[src/tlq_pkg.sv]
package tlq_pkg;

	localparam int DEF_LOG_DEPTH = 1024;
	localparam int DEF_TIME_BITS = 32;

	localparam int REQ_W    = 2;
	localparam int FIELD_W  = 32;
	localparam int STATUS_W = 2;

	typedef enum logic [REQ_W-1:0] {
		REQ_APPEND = 2'd0,
		REQ_QUERY  = 2'd1,
		REQ_CLEAR  = 2'd2
	} req_code_t;

	typedef enum logic [STATUS_W-1:0] {
		ST_OK         = 2'd0,
		ST_FULL       = 2'd1,
		ST_NOT_INC    = 2'd2,
		ST_BAD_WINDOW = 2'd3
	} status_t;

	typedef enum logic {
		ALU_ADD = 1'b0,
		ALU_SUB = 1'b1
	} alu_op_t;

	typedef enum logic [3:0] {
		S_IDLE,
		S_APP_CHK,
		S_APP_ADD,
		S_Q_CHK_LO,
		S_Q_CHK_HI,
		S_Q_CHK_ORD,
		S_SRCH_RD,
		S_SRCH_CMP,
		S_COV_DIFF,
		S_COV_SUB,
		S_ON_SUB,
		S_RESP
	} state_t;

	// Search control from the sequencer.
	typedef struct packed {
		logic init;   // load lo = 0, hi = entry count
		logic step;   // narrow the range by one probe
		logic below;  // probed stamp is below the target
	} srch_ctl_t;

endpackage

[src/tlq_alu.sv]
module tlq_alu
	import tlq_pkg::*;
#(
	parameter int W = DEF_TIME_BITS
) (
	input  alu_op_t      op,
	input  logic [W-1:0] a,
	input  logic [W-1:0] b,
	output logic [W-1:0] res,
	output logic         borrow
);

	logic [W:0] sum;

	always_comb begin
		case (op)
			ALU_ADD: sum = {1'b0, a} + {1'b0, b};
			ALU_SUB: sum = {1'b0, a} - {1'b0, b};
			default: sum = '0;
		endcase
	end

	assign res    = sum[W-1:0];
	// set on subtract when a < b
	assign borrow = (op == ALU_SUB) && sum[W];

endmodule

[config.mk]
export PLATFORM = sky130hd
export DESIGN_NAME = tlq_alu
export DESIGN_NICKNAME = d
export VERILOG_FILES = /design/src/tlq_pkg.sv /design/src/tlq_alu.sv
export SDC_FILE = /design/constraint.sdc
export NUM_CORES = 1
export LEC_CHECK = 0
export BUFFER_PORTS_ARGS = -buffer_cell sky130_fd_sc_hd__clkbuf_2
export CAP_MARGIN = 30
export CORE_ASPECT_RATIO = 0.5
export CORE_MARGIN = 3
export CORE_UTILIZATION = 50
export DETAILED_ROUTE_END_ITERATION = 8
export PLACE_DENSITY = 0.83
export SETUP_SLACK_MARGIN = 0.1
export SLEW_MARGIN = 15
export SYNTH_ARGS = -nofsm -noshare
export SYNTH_HDL_FRONTEND = slang
export SYNTH_SLANG_ARGS = --single-unit
[constraint.sdc]
create_clock -name vclk -period 5.3
set_clock_uncertainty 0.2 [all_clocks]
set_input_delay 0.53 -clock vclk [all_inputs]
set_output_delay 0.53 -clock vclk [all_outputs]
set_load 0.03 [all_outputs]
# After elaboration in Yosys (flattened, before gate mapping)
# Cells that the tools add are included.
[word_totals]
output_inout_bits = 33
elab_cells = 5
inputBits = 65
ff_bits = 0
[op_classes]
bitwise = 1
reduce_logical = 1
n_addsub = 2
n_mux = 1
[ops]
columns = ["operator", "count"]
rows = [
  ["33-bit one-hot mux with 2 select lines", 1],
  ["32-bit by 32-bit adder with 33-bit output", 1],
  ["32-bit by 32-bit subtractor with 33-bit output", 1],
  ["1-bit logical AND", 1],
  ["1-bit NOT", 1],
]

# Depth between registers and ports, before layout
[logic_depth]
ltp_word = 3
ltp_mapped = 17

# Worst setup path before layout
# Ideal clock, no wire load.
[synth_timing]
kind = "in2out"
from = "input b[9]"
to = "output res[29]"
n_path_buf = 0
stages = 16
path_slack_ns = 0.413
arrival_time_ns = 4.157
required_time_ns = 4.570
cell_sequence = "or4_4 -> or3_4 -> or2_4 -> or2_4 -> nor4_1 -> nor2_1 -> xnor2_1 -> ha_1 -> a21o_1 -> a21o_1 -> a21oi_1 -> o21ai_0 -> a21o_1 -> a21oi_1 -> o31ai_1 -> xor2_1"
[synth_between]
elab_chain_len = 2
elab_cells_between_ends = 3
cone_classes = "add/sub: 2; mux: 1"
[synth_rtl]
columns = ["item", "line", "rtl"]
rows = [
  ["start, declared", "tlq_alu.sv:8", "input logic [W-1:0] b,"],
  ["32-bit by 32-bit subtractor with 33-bit output / 32-bit by 32-bit adder with 33-bit output (equally long branches)", "tlq_alu.sv:18, tlq_alu.sv:17", ""],
  ["33-bit one-hot mux with 2 select lines (*)", "tlq_alu.sv:16", "case (op)"],
  ["end, declared", "tlq_alu.sv:9", "output logic [W-1:0] res,"],
]
# Every way passes the cells marked *; elsewhere a longest branch is shown, timed or not.

# Worst setup path after layout
[layout_timing]
from = "input b[7]"
to = "output res[30]"
# The elaborated chain is that of the path after synthesis.

==> flow_summary.toml <==
[synthesis]
yosys-top-cells-count = "xnor2_1, a21oi_1, nor2_1, ha_1, nand2_1"
yosys.area.top_type = "ha_1"
synth_top_area_share_pct = 17.56
syn_area_mm2 = 0.002351
synthTopCellsByArea = "ha_1, xnor2_1, a21oi_1"
postSynthCellCount = 350
yosysWarnings = 0
synth_nets = 449
yosysSeqAreaShare_pct = 0
syn_area_per_cell_um2 = 6.717
ys_types = 43
yosysMostFrequentCell = "xnor2_1"

[floorplan]
coreArea_mm2 = 0.004204
die_w_um = 103.0
dieArea_mm2 = 0.005611
die_h_um = 54.49
ios = 98
rows = 16
initial_utilization_pct = 55.92

[drt]
final_antenna_net_count = 0
vias_per_cell = 5.841
drt_first_iter_violations = 140
wl_per_cell_um = 15.18
route.detailed.drc = 0
dr_total_vias = 2909
drt-total-wl_um = 7561
first_pass_iters = 4

[timing]
fin_tns_setup_ns = 0
finalMaxSlewViolations = 0
timing.final.crit_share_pct = 96.44
fmax_mhz = 195.6
finalHoldViolCount = 0
setup_viol = 0
slew_headroom_pct = 58.27
rsz0062_at_grt = "yes"
post-route-min-period_ns = 5.111
tightest_slew_ns = 0.6260

[setup_path]
cp-start-kind = "input port"
cp.required_ns = 4.57
cp_max_fo = 5
cp.arrival_ns = 4.38
cp-end-kind = "output port"
crit_type = "input port to output port"

[outcome]
status = "complete, no violations"

[min_path]
hold_class = "input port to output port"
whs_path_depth = 4

[final_layout]
seq_cell_count = 0
layout.nets = 545
syn2layout_area_growth_pct = 27.46
clock_buffers = 0
fill_cells = 387
regArea_um2 = 0
stdcell_area_mm2 = 0.002997
drive_gt1_share_pct = 28.60
fin_cells = 498
diodes = 0

[grt]
grt_max_degree = 33
antenna_found_initial = 0
grt_pass1_vias = 2584
grt_overflow = 0
grt_first_pass_wirelength_um = 11610
grt_use_total_pct = 25.73

[clock_network]
holdBufCountCts = 0

[place]
dpl_cell_area_mm2 = 0.002890
port-buffer-count = 98
dp_hpwl_um = 6421
gp_congestion = 0.9417
placedCellCount = 494

[pwr]
power_density_mw_per_mm2 = 234.6
power.leakage_nw = 1.499
peakVddDrop_uv = 189.8
power_mw = 0.7029

[job]
maxCapViolations = 0
## cells in the final DEF, fill, tap and decap left out, types with 3 or more instances in the layout
cell type	netlist	final
clkbuf_2	0	94
xnor2_1	46	45
nor2_1	42	41
a21oi_1	42	36
ha_1	33	31
nand2_1	26	26
a21o_1	23	23
o21ai_0	16	14
xor2_1	13	13
inv_1	12	12
nor3_1	10	10
buf_4	0	10
nand3_1	9	9
nor2b_1	8	8
a31oi_1	7	6
a21oi_2	0	6
nor4_1	5	4
nand4_1	4	4
o21bai_1	4	4
nand2b_1	3	3
and3_1	3	3
a31o_2	3	3
o31a_1	3	3
## worst max-delay path: stages
cell	delay [ns]
clkbuf_2	0.11
or4_4	0.53
or3_4	0.37
or2_4	0.28
or2_4	0.26
nor4_2	0.15
nor2_1	0.08
xnor2_1	0.16
ha_1	0.36
a21o_1	0.24
a21o_1	0.19
a21oi_2	0.18
nor2b_1	0.08
a311o_1	0.37
a21oi_2	0.16
xnor2_1	0.14
buf_4	0.19
## cells by family (layout without fill, tap and decap cells)
group | after synthesis | in the layout | share of synthesized area (%)
xor+xnor | 59 | 59 | 21.98
mux | 1 | 1 | 0.4258
simple gates | 118 | 118 | 24.38
compound gates | 115 | 115 | 31.13
buf+inv | 23 | 117 | 3.672
fa+ha+maj | 34 | 34 | 18.41
## report_power, final
group          switching [mW]  internal, mW
clock network               0             0
logic                   0.448         0.255
registers                   0             0
total                   0.448         0.255
## through the flow
step / util (%) / worst slack, ns / hold WS [ns]
after global placement: 68.75 / 0.2546 / 1.299
final: 71.28 / 0.1887 / 1.302
after detailed placement: 68.75 / 0.1310 / 1.308
after global routing: 71.28 / 0.04061 / 1.338
after floorplan: - / 0.4134 / 1.075
after CTS: 68.75 / 0.1132 / 1.309
## metal layers
metal	track usage [%]	routed length, um	share of wire [%]	up-vias
li1	-	-	-	1458
met1	35.51	3502	46	1340
met2	45.65	3584	47	101
met3	1.654	416	5.5	10
met4	3.441	59	0.78	0
met5	0	0	0	-
## what timing repair did
| action | in CTS | in global routing |
|---|---|---|
| resized for setup | 0 | 26 |
| endpoints found under the hold margin | 0 | 0 |
| endpoints found under the setup margin | 0 | 7 |
| buffers inserted | 0 | 4 |
## final timing paths
path              startpoint      end
setup / recovery        b[7]  res[30]
hold / removal          b[0]   res[0]
## layout make-up
| type | instances | area, um^2 | share of cell area (%) |
|---|---|---|---|
| well taps | 54 | 67.56 | 2.255 |
| repair buffers | 105 | 553.0 | 18.46 |
| inverters | 12 | 45.04 | 1.503 |
| multi-input cells | 327 | 2331 | 77.79 |
No activity file was read; power rests on OpenSTA's default activity.
