[src/tlq_pkg.sv]
package tlq_pkg;

	localparam int DEF_LOG_DEPTH = 1024;
	localparam int DEF_TIME_BITS = 32;

	localparam int REQ_W    = 2;
	localparam int FIELD_W  = 32;
	localparam int STATUS_W = 2;

	typedef enum logic [REQ_W-1:0] {
		REQ_APPEND = 2'd0,
		REQ_QUERY  = 2'd1,
		REQ_CLEAR  = 2'd2
	} req_code_t;

	typedef enum logic [STATUS_W-1:0] {
		ST_OK         = 2'd0,
		ST_FULL       = 2'd1,
		ST_NOT_INC    = 2'd2,
		ST_BAD_WINDOW = 2'd3
	} status_t;

	typedef enum logic {
		ALU_ADD = 1'b0,
		ALU_SUB = 1'b1
	} alu_op_t;

	typedef enum logic [3:0] {
		S_IDLE,
		S_APP_CHK,
		S_APP_ADD,
		S_Q_CHK_LO,
		S_Q_CHK_HI,
		S_Q_CHK_ORD,
		S_SRCH_RD,
		S_SRCH_CMP,
		S_COV_DIFF,
		S_COV_SUB,
		S_ON_SUB,
		S_RESP
	} state_t;

	// Search control from the sequencer.
	typedef struct packed {
		logic init;   // load lo = 0, hi = entry count
		logic step;   // narrow the range by one probe
		logic below;  // probed stamp is below the target
	} srch_ctl_t;

endpackage

[src/tlq_bsearch.sv]
module tlq_bsearch
	import tlq_pkg::*;
#(
	parameter int CW = 11
) (
	input  logic          clk,
	input  logic          arst_n,
	input  srch_ctl_t     ctl,
	input  logic [CW-1:0] count,
	output logic [CW-1:0] probe,
	output logic [CW-1:0] lo,
	output logic          done
);

	logic [CW-1:0] lo_q;
	logic [CW-1:0] hi_q;
	logic [CW:0]   sum;
	logic [CW-1:0] mid;

	assign sum   = {1'b0, lo_q} + {1'b0, hi_q};
	assign mid   = sum[CW:1];
	assign done  = (lo_q == hi_q);
	assign lo    = lo_q;
	// once settled, read the found entry
	assign probe = done ? lo_q : mid;

	always_ff @(posedge clk or negedge arst_n) begin
		if (!arst_n) begin
			lo_q <= '0;
			hi_q <= '0;
		end else if (ctl.init) begin
			lo_q <= '0;
			hi_q <= count;
		end else if (ctl.step && !done) begin
			if (ctl.below) begin
				lo_q <= mid + CW'(1);
			end else begin
				hi_q <= mid;
			end
		end
	end

endmodule

[config.mk]
export PLATFORM = sky130hd
export DESIGN_NAME = tlq_bsearch
export DESIGN_NICKNAME = d
export VERILOG_FILES = /design/src/tlq_pkg.sv /design/src/tlq_bsearch.sv
export SDC_FILE = /design/constraint.sdc
export NUM_CORES = 1
export LEC_CHECK = 0
export ABC_CLOCK_PERIOD_IN_PS = 7350
export BUFFER_PORTS_ARGS = -buffer_cell sky130_fd_sc_hd__buf_4
export CAP_MARGIN = 10
export CORE_AREA = 3 3 59 61
export DETAILED_ROUTE_END_ITERATION = 10
export DIE_AREA = 0 0 62 64
export GPL_TIMING_DRIVEN = 0
export HOLD_SLACK_MARGIN = 0.12
export PLACE_DENSITY = 0.85
export SYNTH_ARGS = -nofsm -noshare
export SYNTH_HDL_FRONTEND = slang
export SYNTH_SLANG_ARGS = --single-unit
[constraint.sdc]
create_clock -name clk -period 7.35 [get_ports clk]
set_input_delay 0.3675 -clock clk [delete_from_list [all_inputs] [get_ports clk]]
set_output_delay 0.3675 -clock clk [all_outputs]
set_load 0.005 [all_outputs]
=== Word-level counts from Yosys, hierarchy flattened ===
Index checks and enable logic that the tools add are counted.
Widths: inputs -> output; s select.

* Logic and storage cells: 19
* Bits of input ports: 16
* Output and inout bits: 23
* Register bits after elaboration: 22

* Eq/ne operators: 2
* Reductions and logical operators: 6
* Muxes and demuxes: 7
* Add/subtract/negate cells: 2

{| class="wikitable"
|+ Operator list
! kind !! count
|-
| $mux 11 || 7
|-
| $add 11x11->12 || 1
|-
| $add 11x1->11 const B || 1
|-
| $eq 11x11->1 || 1
|-
| $reduce_and 2->1 || 2
|-
| $reduce_bool 2->1 || 2
|-
| $ne 2x1->1 const B || 1
|-
| $logic_and 1x1->1 || 1
|-
| $logic_not 1->1 || 1
|}

=== Logic depth before layout (Yosys ltp) ===
* Depth in word-level cells: 5
* Gate-level depth with buffers: 10
* Mapped depth without buffers: 9

=== Worst setup path before layout ===
Ideal clock, no wire load.

* Path type: reg-to-reg
* Start point: register lo_q[0] (netlist: lo[0])
* End point: register lo_q[10] (netlist: lo[10])
* Arrival: 2554 ps
* Data required time: 7255 ps
* Setup slack: 4701 ps
* Period minus slack after synthesis: 2649 ps
* Setup time: 95 ps
* Cell stages (with the launch flop): 10
* Path buffers: 0
* Cells stage by stage: dfrtp_1 -> ha_1 -> fa_1 -> a21oi_1 -> o221ai_1 -> a21oi_1 -> xnor2_1 -> or3_4 -> o31a_1 -> o31ai_1

* Longest elaborated chain between the ends: 5
* Elaborated cells on any way between the ends: 10
* Classes of those cells: 2 x add/sub; 1 x eq/ne; 3 x mux; 4 x reduce/logical

{| class="wikitable"
|+ Ends and longest elaborated chain
! element !! line !! text
|-
| start: declaration || tlq_bsearch.sv:15 || <nowiki>logic [CW-1:0] lo_q;</nowiki>
|-
| start signal: assignment || tlq_bsearch.sv:36 || <nowiki>lo_q <= mid + CW'(1);</nowiki>
|-
| $add 11x11->12 or $eq 11x11->1 (tied branches) || tlq_bsearch.sv:20, tlq_bsearch.sv:22 ||
|-
| $add 11x1->11 or $logic_not 1->1 (tied branches) || tlq_bsearch.sv:36, tlq_bsearch.sv:34 ||
|-
| $mux 11 or $logic_and 1x1->1 (tied branches) || tlq_bsearch.sv:35, tlq_bsearch.sv:34 ||
|-
| $mux 11 or $reduce_bool 2->1 (tied branches) || - ||
|-
| $mux 11 or $reduce_and 2->1 (tied branches) || - ||
|}

Parallel ways exist; a longest one is shown, timed or not. The select of a mux whose other input is x is not followed.
A chain may end at the register's enable or synchronous reset.

=== Final worst setup path ===
* Start point: register lo_q[0] (netlist: lo[0])
* End point: output port probe[9]

* Longest elaborated chain between the ends: 2
* Elaborated cells on any way between the ends: 3
* Classes of those cells: 1 x add/sub; 1 x eq/ne; 1 x mux

{| class="wikitable"
|+ Ends and longest elaborated chain
! element !! line !! text
|-
| $add 11x11->12 or $eq 11x11->1 (tied branches) || tlq_bsearch.sv:20, tlq_bsearch.sv:22 ||
|-
| $mux 11 * || tlq_bsearch.sv:25 || <nowiki>assign probe = done ? lo_q : mid;</nowiki>
|-
| end: declaration || tlq_bsearch.sv:10 || <nowiki>output logic [CW-1:0] probe,</nowiki>
|}

Mark *: on every way between the ends. The rest lies on a longest branch, timed or not.

==> results.md <==
* Clock latency on the worst-skew pair at roughly 320 ps
* Cell Area, Placed at 2001 sq um
* Routed vias at about 1.7k
* CP Class: flop to output port
* CTS clk-pin slew, worst paths at 130 ps
* Endpoints failing setup at 0
* FF-to-FF Start: lo[0]
* Worst vdd ir at about 0.14 mV
* Largest net degree at the start of global routing at 23
* Core footprint at 3028 sq um
* Crit path from: lo[0]
* Worst Path Buf+Inv at 1
* Max incr delay on CP at 460 ps
* Inserted Clock Buffers at 3
* WP data required at 6980 ps
* Clock Tree Root: clkbuf_4
* Die area at 3968 sq um
* Initial antenna violation count at 0
* WHS at ~280 ps
* TritonCTS clock tree: done
* H-tree Lvls at 1
* Share of cells above drive strength 1 at 21.94%
* Endpoint class of the critical path: output port
* First-pass GRT wire length at 7.355 mm
* Total negative setup slack at 0 ps
* RSZ-0062 raised after global routing: false
* First drt pass iteration count at 5
* WP data arrival at 2860 ps
* WL final at between 4 and 5 mm
* DIE WIDTH at 62 microns
* Syn_area_per_cell at between 8 and 9 sq um
* Starting Density at 54.83%
* Post-DP HPWL at between 3 and 4 mm
* Seq cells post-synth at 22
* Vias per cell at about 5.9
* Hold Violations, Final at 0
* # Post-CTS Setup Buffers at 0
* Synth warn at 0
* Pwr Density at 217.0 nW/um^2
* Vias in the first global route at 1,547
* Final Slew Violations at 0
* Setup Skew at just under 5 ps
* Min-Delay Path Class: input port to flop
* Gp weighted congestion at 0.9073
* Min-delay src: count[8]
* Main flop type after synthesis: dfrtp_1
* Async S/R FF share, synth at 100.0%
* Slowest stage cell, crit path: fa_1
* Post-synth EDFFs at 0
* Fmax at 309.5 MHz
* Post-CTS Resized at 0
* CTS Hold Buffers Added at 1
* Global Route Usage Sum at 24.54%
* Pleak at between 0.9 and 1 nW
* Clk buf depth at 2
* Post-layout minimum cycle time at 3231 ps
* Die H at 64 microns
* Num ports at 39
* DRC at 0
* Largest delay share family, worst path: adder cells
* CP Launch Type: flop
* Mapped Nets at 223
* P&R area growth vs syn at 23.29%
* Slew headroom at 44.30%
* Clock sinks at 22
* Ant diodes at 0
* CP max FO at 5
* Cells after Synth at 194
* Status: complete, no violations
* Final worst-path cycle share at 43.96%
* I/O Buffers at 38
* Number of max-cap violations at 0
* Detail Route Antenna Nets at 0
* Synth unique cells at 43
* Mapped Area at 1660 sq um
* Global route overflow at 0
* DRT iter0 DRCs at roughly 110
* Design area at 2047 sq um
* Cell chain of the critical path: ha_1 -> fa_1 -> a21oi_1 -> o221ai_1 -> nand2_1 -> a21boi_0 -> xnor2_1 -> o21ai_0 -> buf_4
* Mean routed wirelength per cell at 15.82 microns
* Row count at 20
* Seq/Total Area, Yosys at 33.16%
* Nets at 267
* Least-Margin Pin Slew at between 800 and 900 ps
-- cells in the mapped netlist, types with 2 or more instances --
master	number	area share, %
nand4_1	2	0.75
a21oi_1	11	3.3
nor3_1	4	1.2
a32o_1	2	1.2
xor2_1	5	2.6
nor2_1	11	2.5
nand2_1	32	7.2
dfrtp_1	22	33
xnor2_1	7	3.7
inv_1	13	2.9
o21ai_0	18	5.4
a222oi_1	6	3.6
and3_1	2	0.75
o31ai_1	2	0.90
clkbuf_1	4	0.90
ha_1	12	9.0
nand3_1	5	1.5
a31oi_1	2	0.75
a22oi_1	5	2.3
and2_1	2	0.75
o21a_1	2	0.90
nor4_1	4	1.5
-- worst min-delay path: cells and delay by family --
kind	cells	cell delay, ps
AO/OA/AOI/OAI	2	130
buffers and inverters	1	80
-- report_power, final --
part	total (W)	internal, W	switching, W
sequential	0.000149	0.000135	0.0000141
clock	0.0000709	0.0000303	0.0000406
combinational	0.000224	0.000104	0.000120
total	0.000444	0.000269	0.000175
-- placed cells by master (no fill, tap or decap), types with 5 or more instances in the layout --
master	Yosys	layout
inv_1	13	13
dfrtp_1	22	22
nor2_1	11	11
a21oi_1	11	11
o21ai_0	18	18
ha_1	12	12
xor2_1	5	5
a22oi_1	5	5
nand3_1	5	5
a222oi_1	6	6
nand2_1	32	32
buf_4	0	38
xnor2_1	7	7
-- final timing paths --
path / to / slack [ps] / depth (start not counted)
min: hi_q[8] / 280 / 3
max reg2reg: lo[10] / 4390 / 9
min in group asynchronous: lo[6] / 510 / 2
min reg2reg: hi_q[5] / 530 / 2
max in group asynchronous: hi_q[0] / 6610 / 2
max: probe[9] / 4120 / 9
-- cells by family after synthesis --
kind of cell	synth area share (%)
AO/OA/AOI/OAI	23.59
XOR/XNOR	8.290
adder cells (fa/ha/maj)	10.25
buffers and inverters	4.747
flip-flops	33.16
multiplexers	0.6782
AND/OR/NAND/NOR	19.29
-- layout make-up --
type	instances	area [sq um]
buffer	5	26.28
timing repair buffer	39	295.3
sequential	22	550.5
fill	270	980.9
clock buffer	4	36.28
tap	44	55.05
inverter	14	52.55
multi-input combinational	153	1031
-- routing by layer --
metal,GRT usage (%),wire length [microns]
met4,8.223,137
met5,0,0
met2,36.66,2019
met1,35.90,1869
met3,3.030,419
-- metrics by stage --
step,instances,power (W),worst slack (ps),utilization [%]
3_5_place_dp,276,0.0003706,4447,66.07
4_1_cts,281,0.0004430,4129,67.60
3_3_place_gp,276,0.0003680,4485,66.07
2_1_floorplan,194,0.0002900,4701,-
6_report,281,0.0004442,4119,67.60
5_1_grt,281,0.0004784,3909,67.60
-- state kept, by name, indices dropped and copies added (netlist names) --
register	cells
hi_q	11
lo	11
Note: power is estimated with default switching activity, not from simulation.
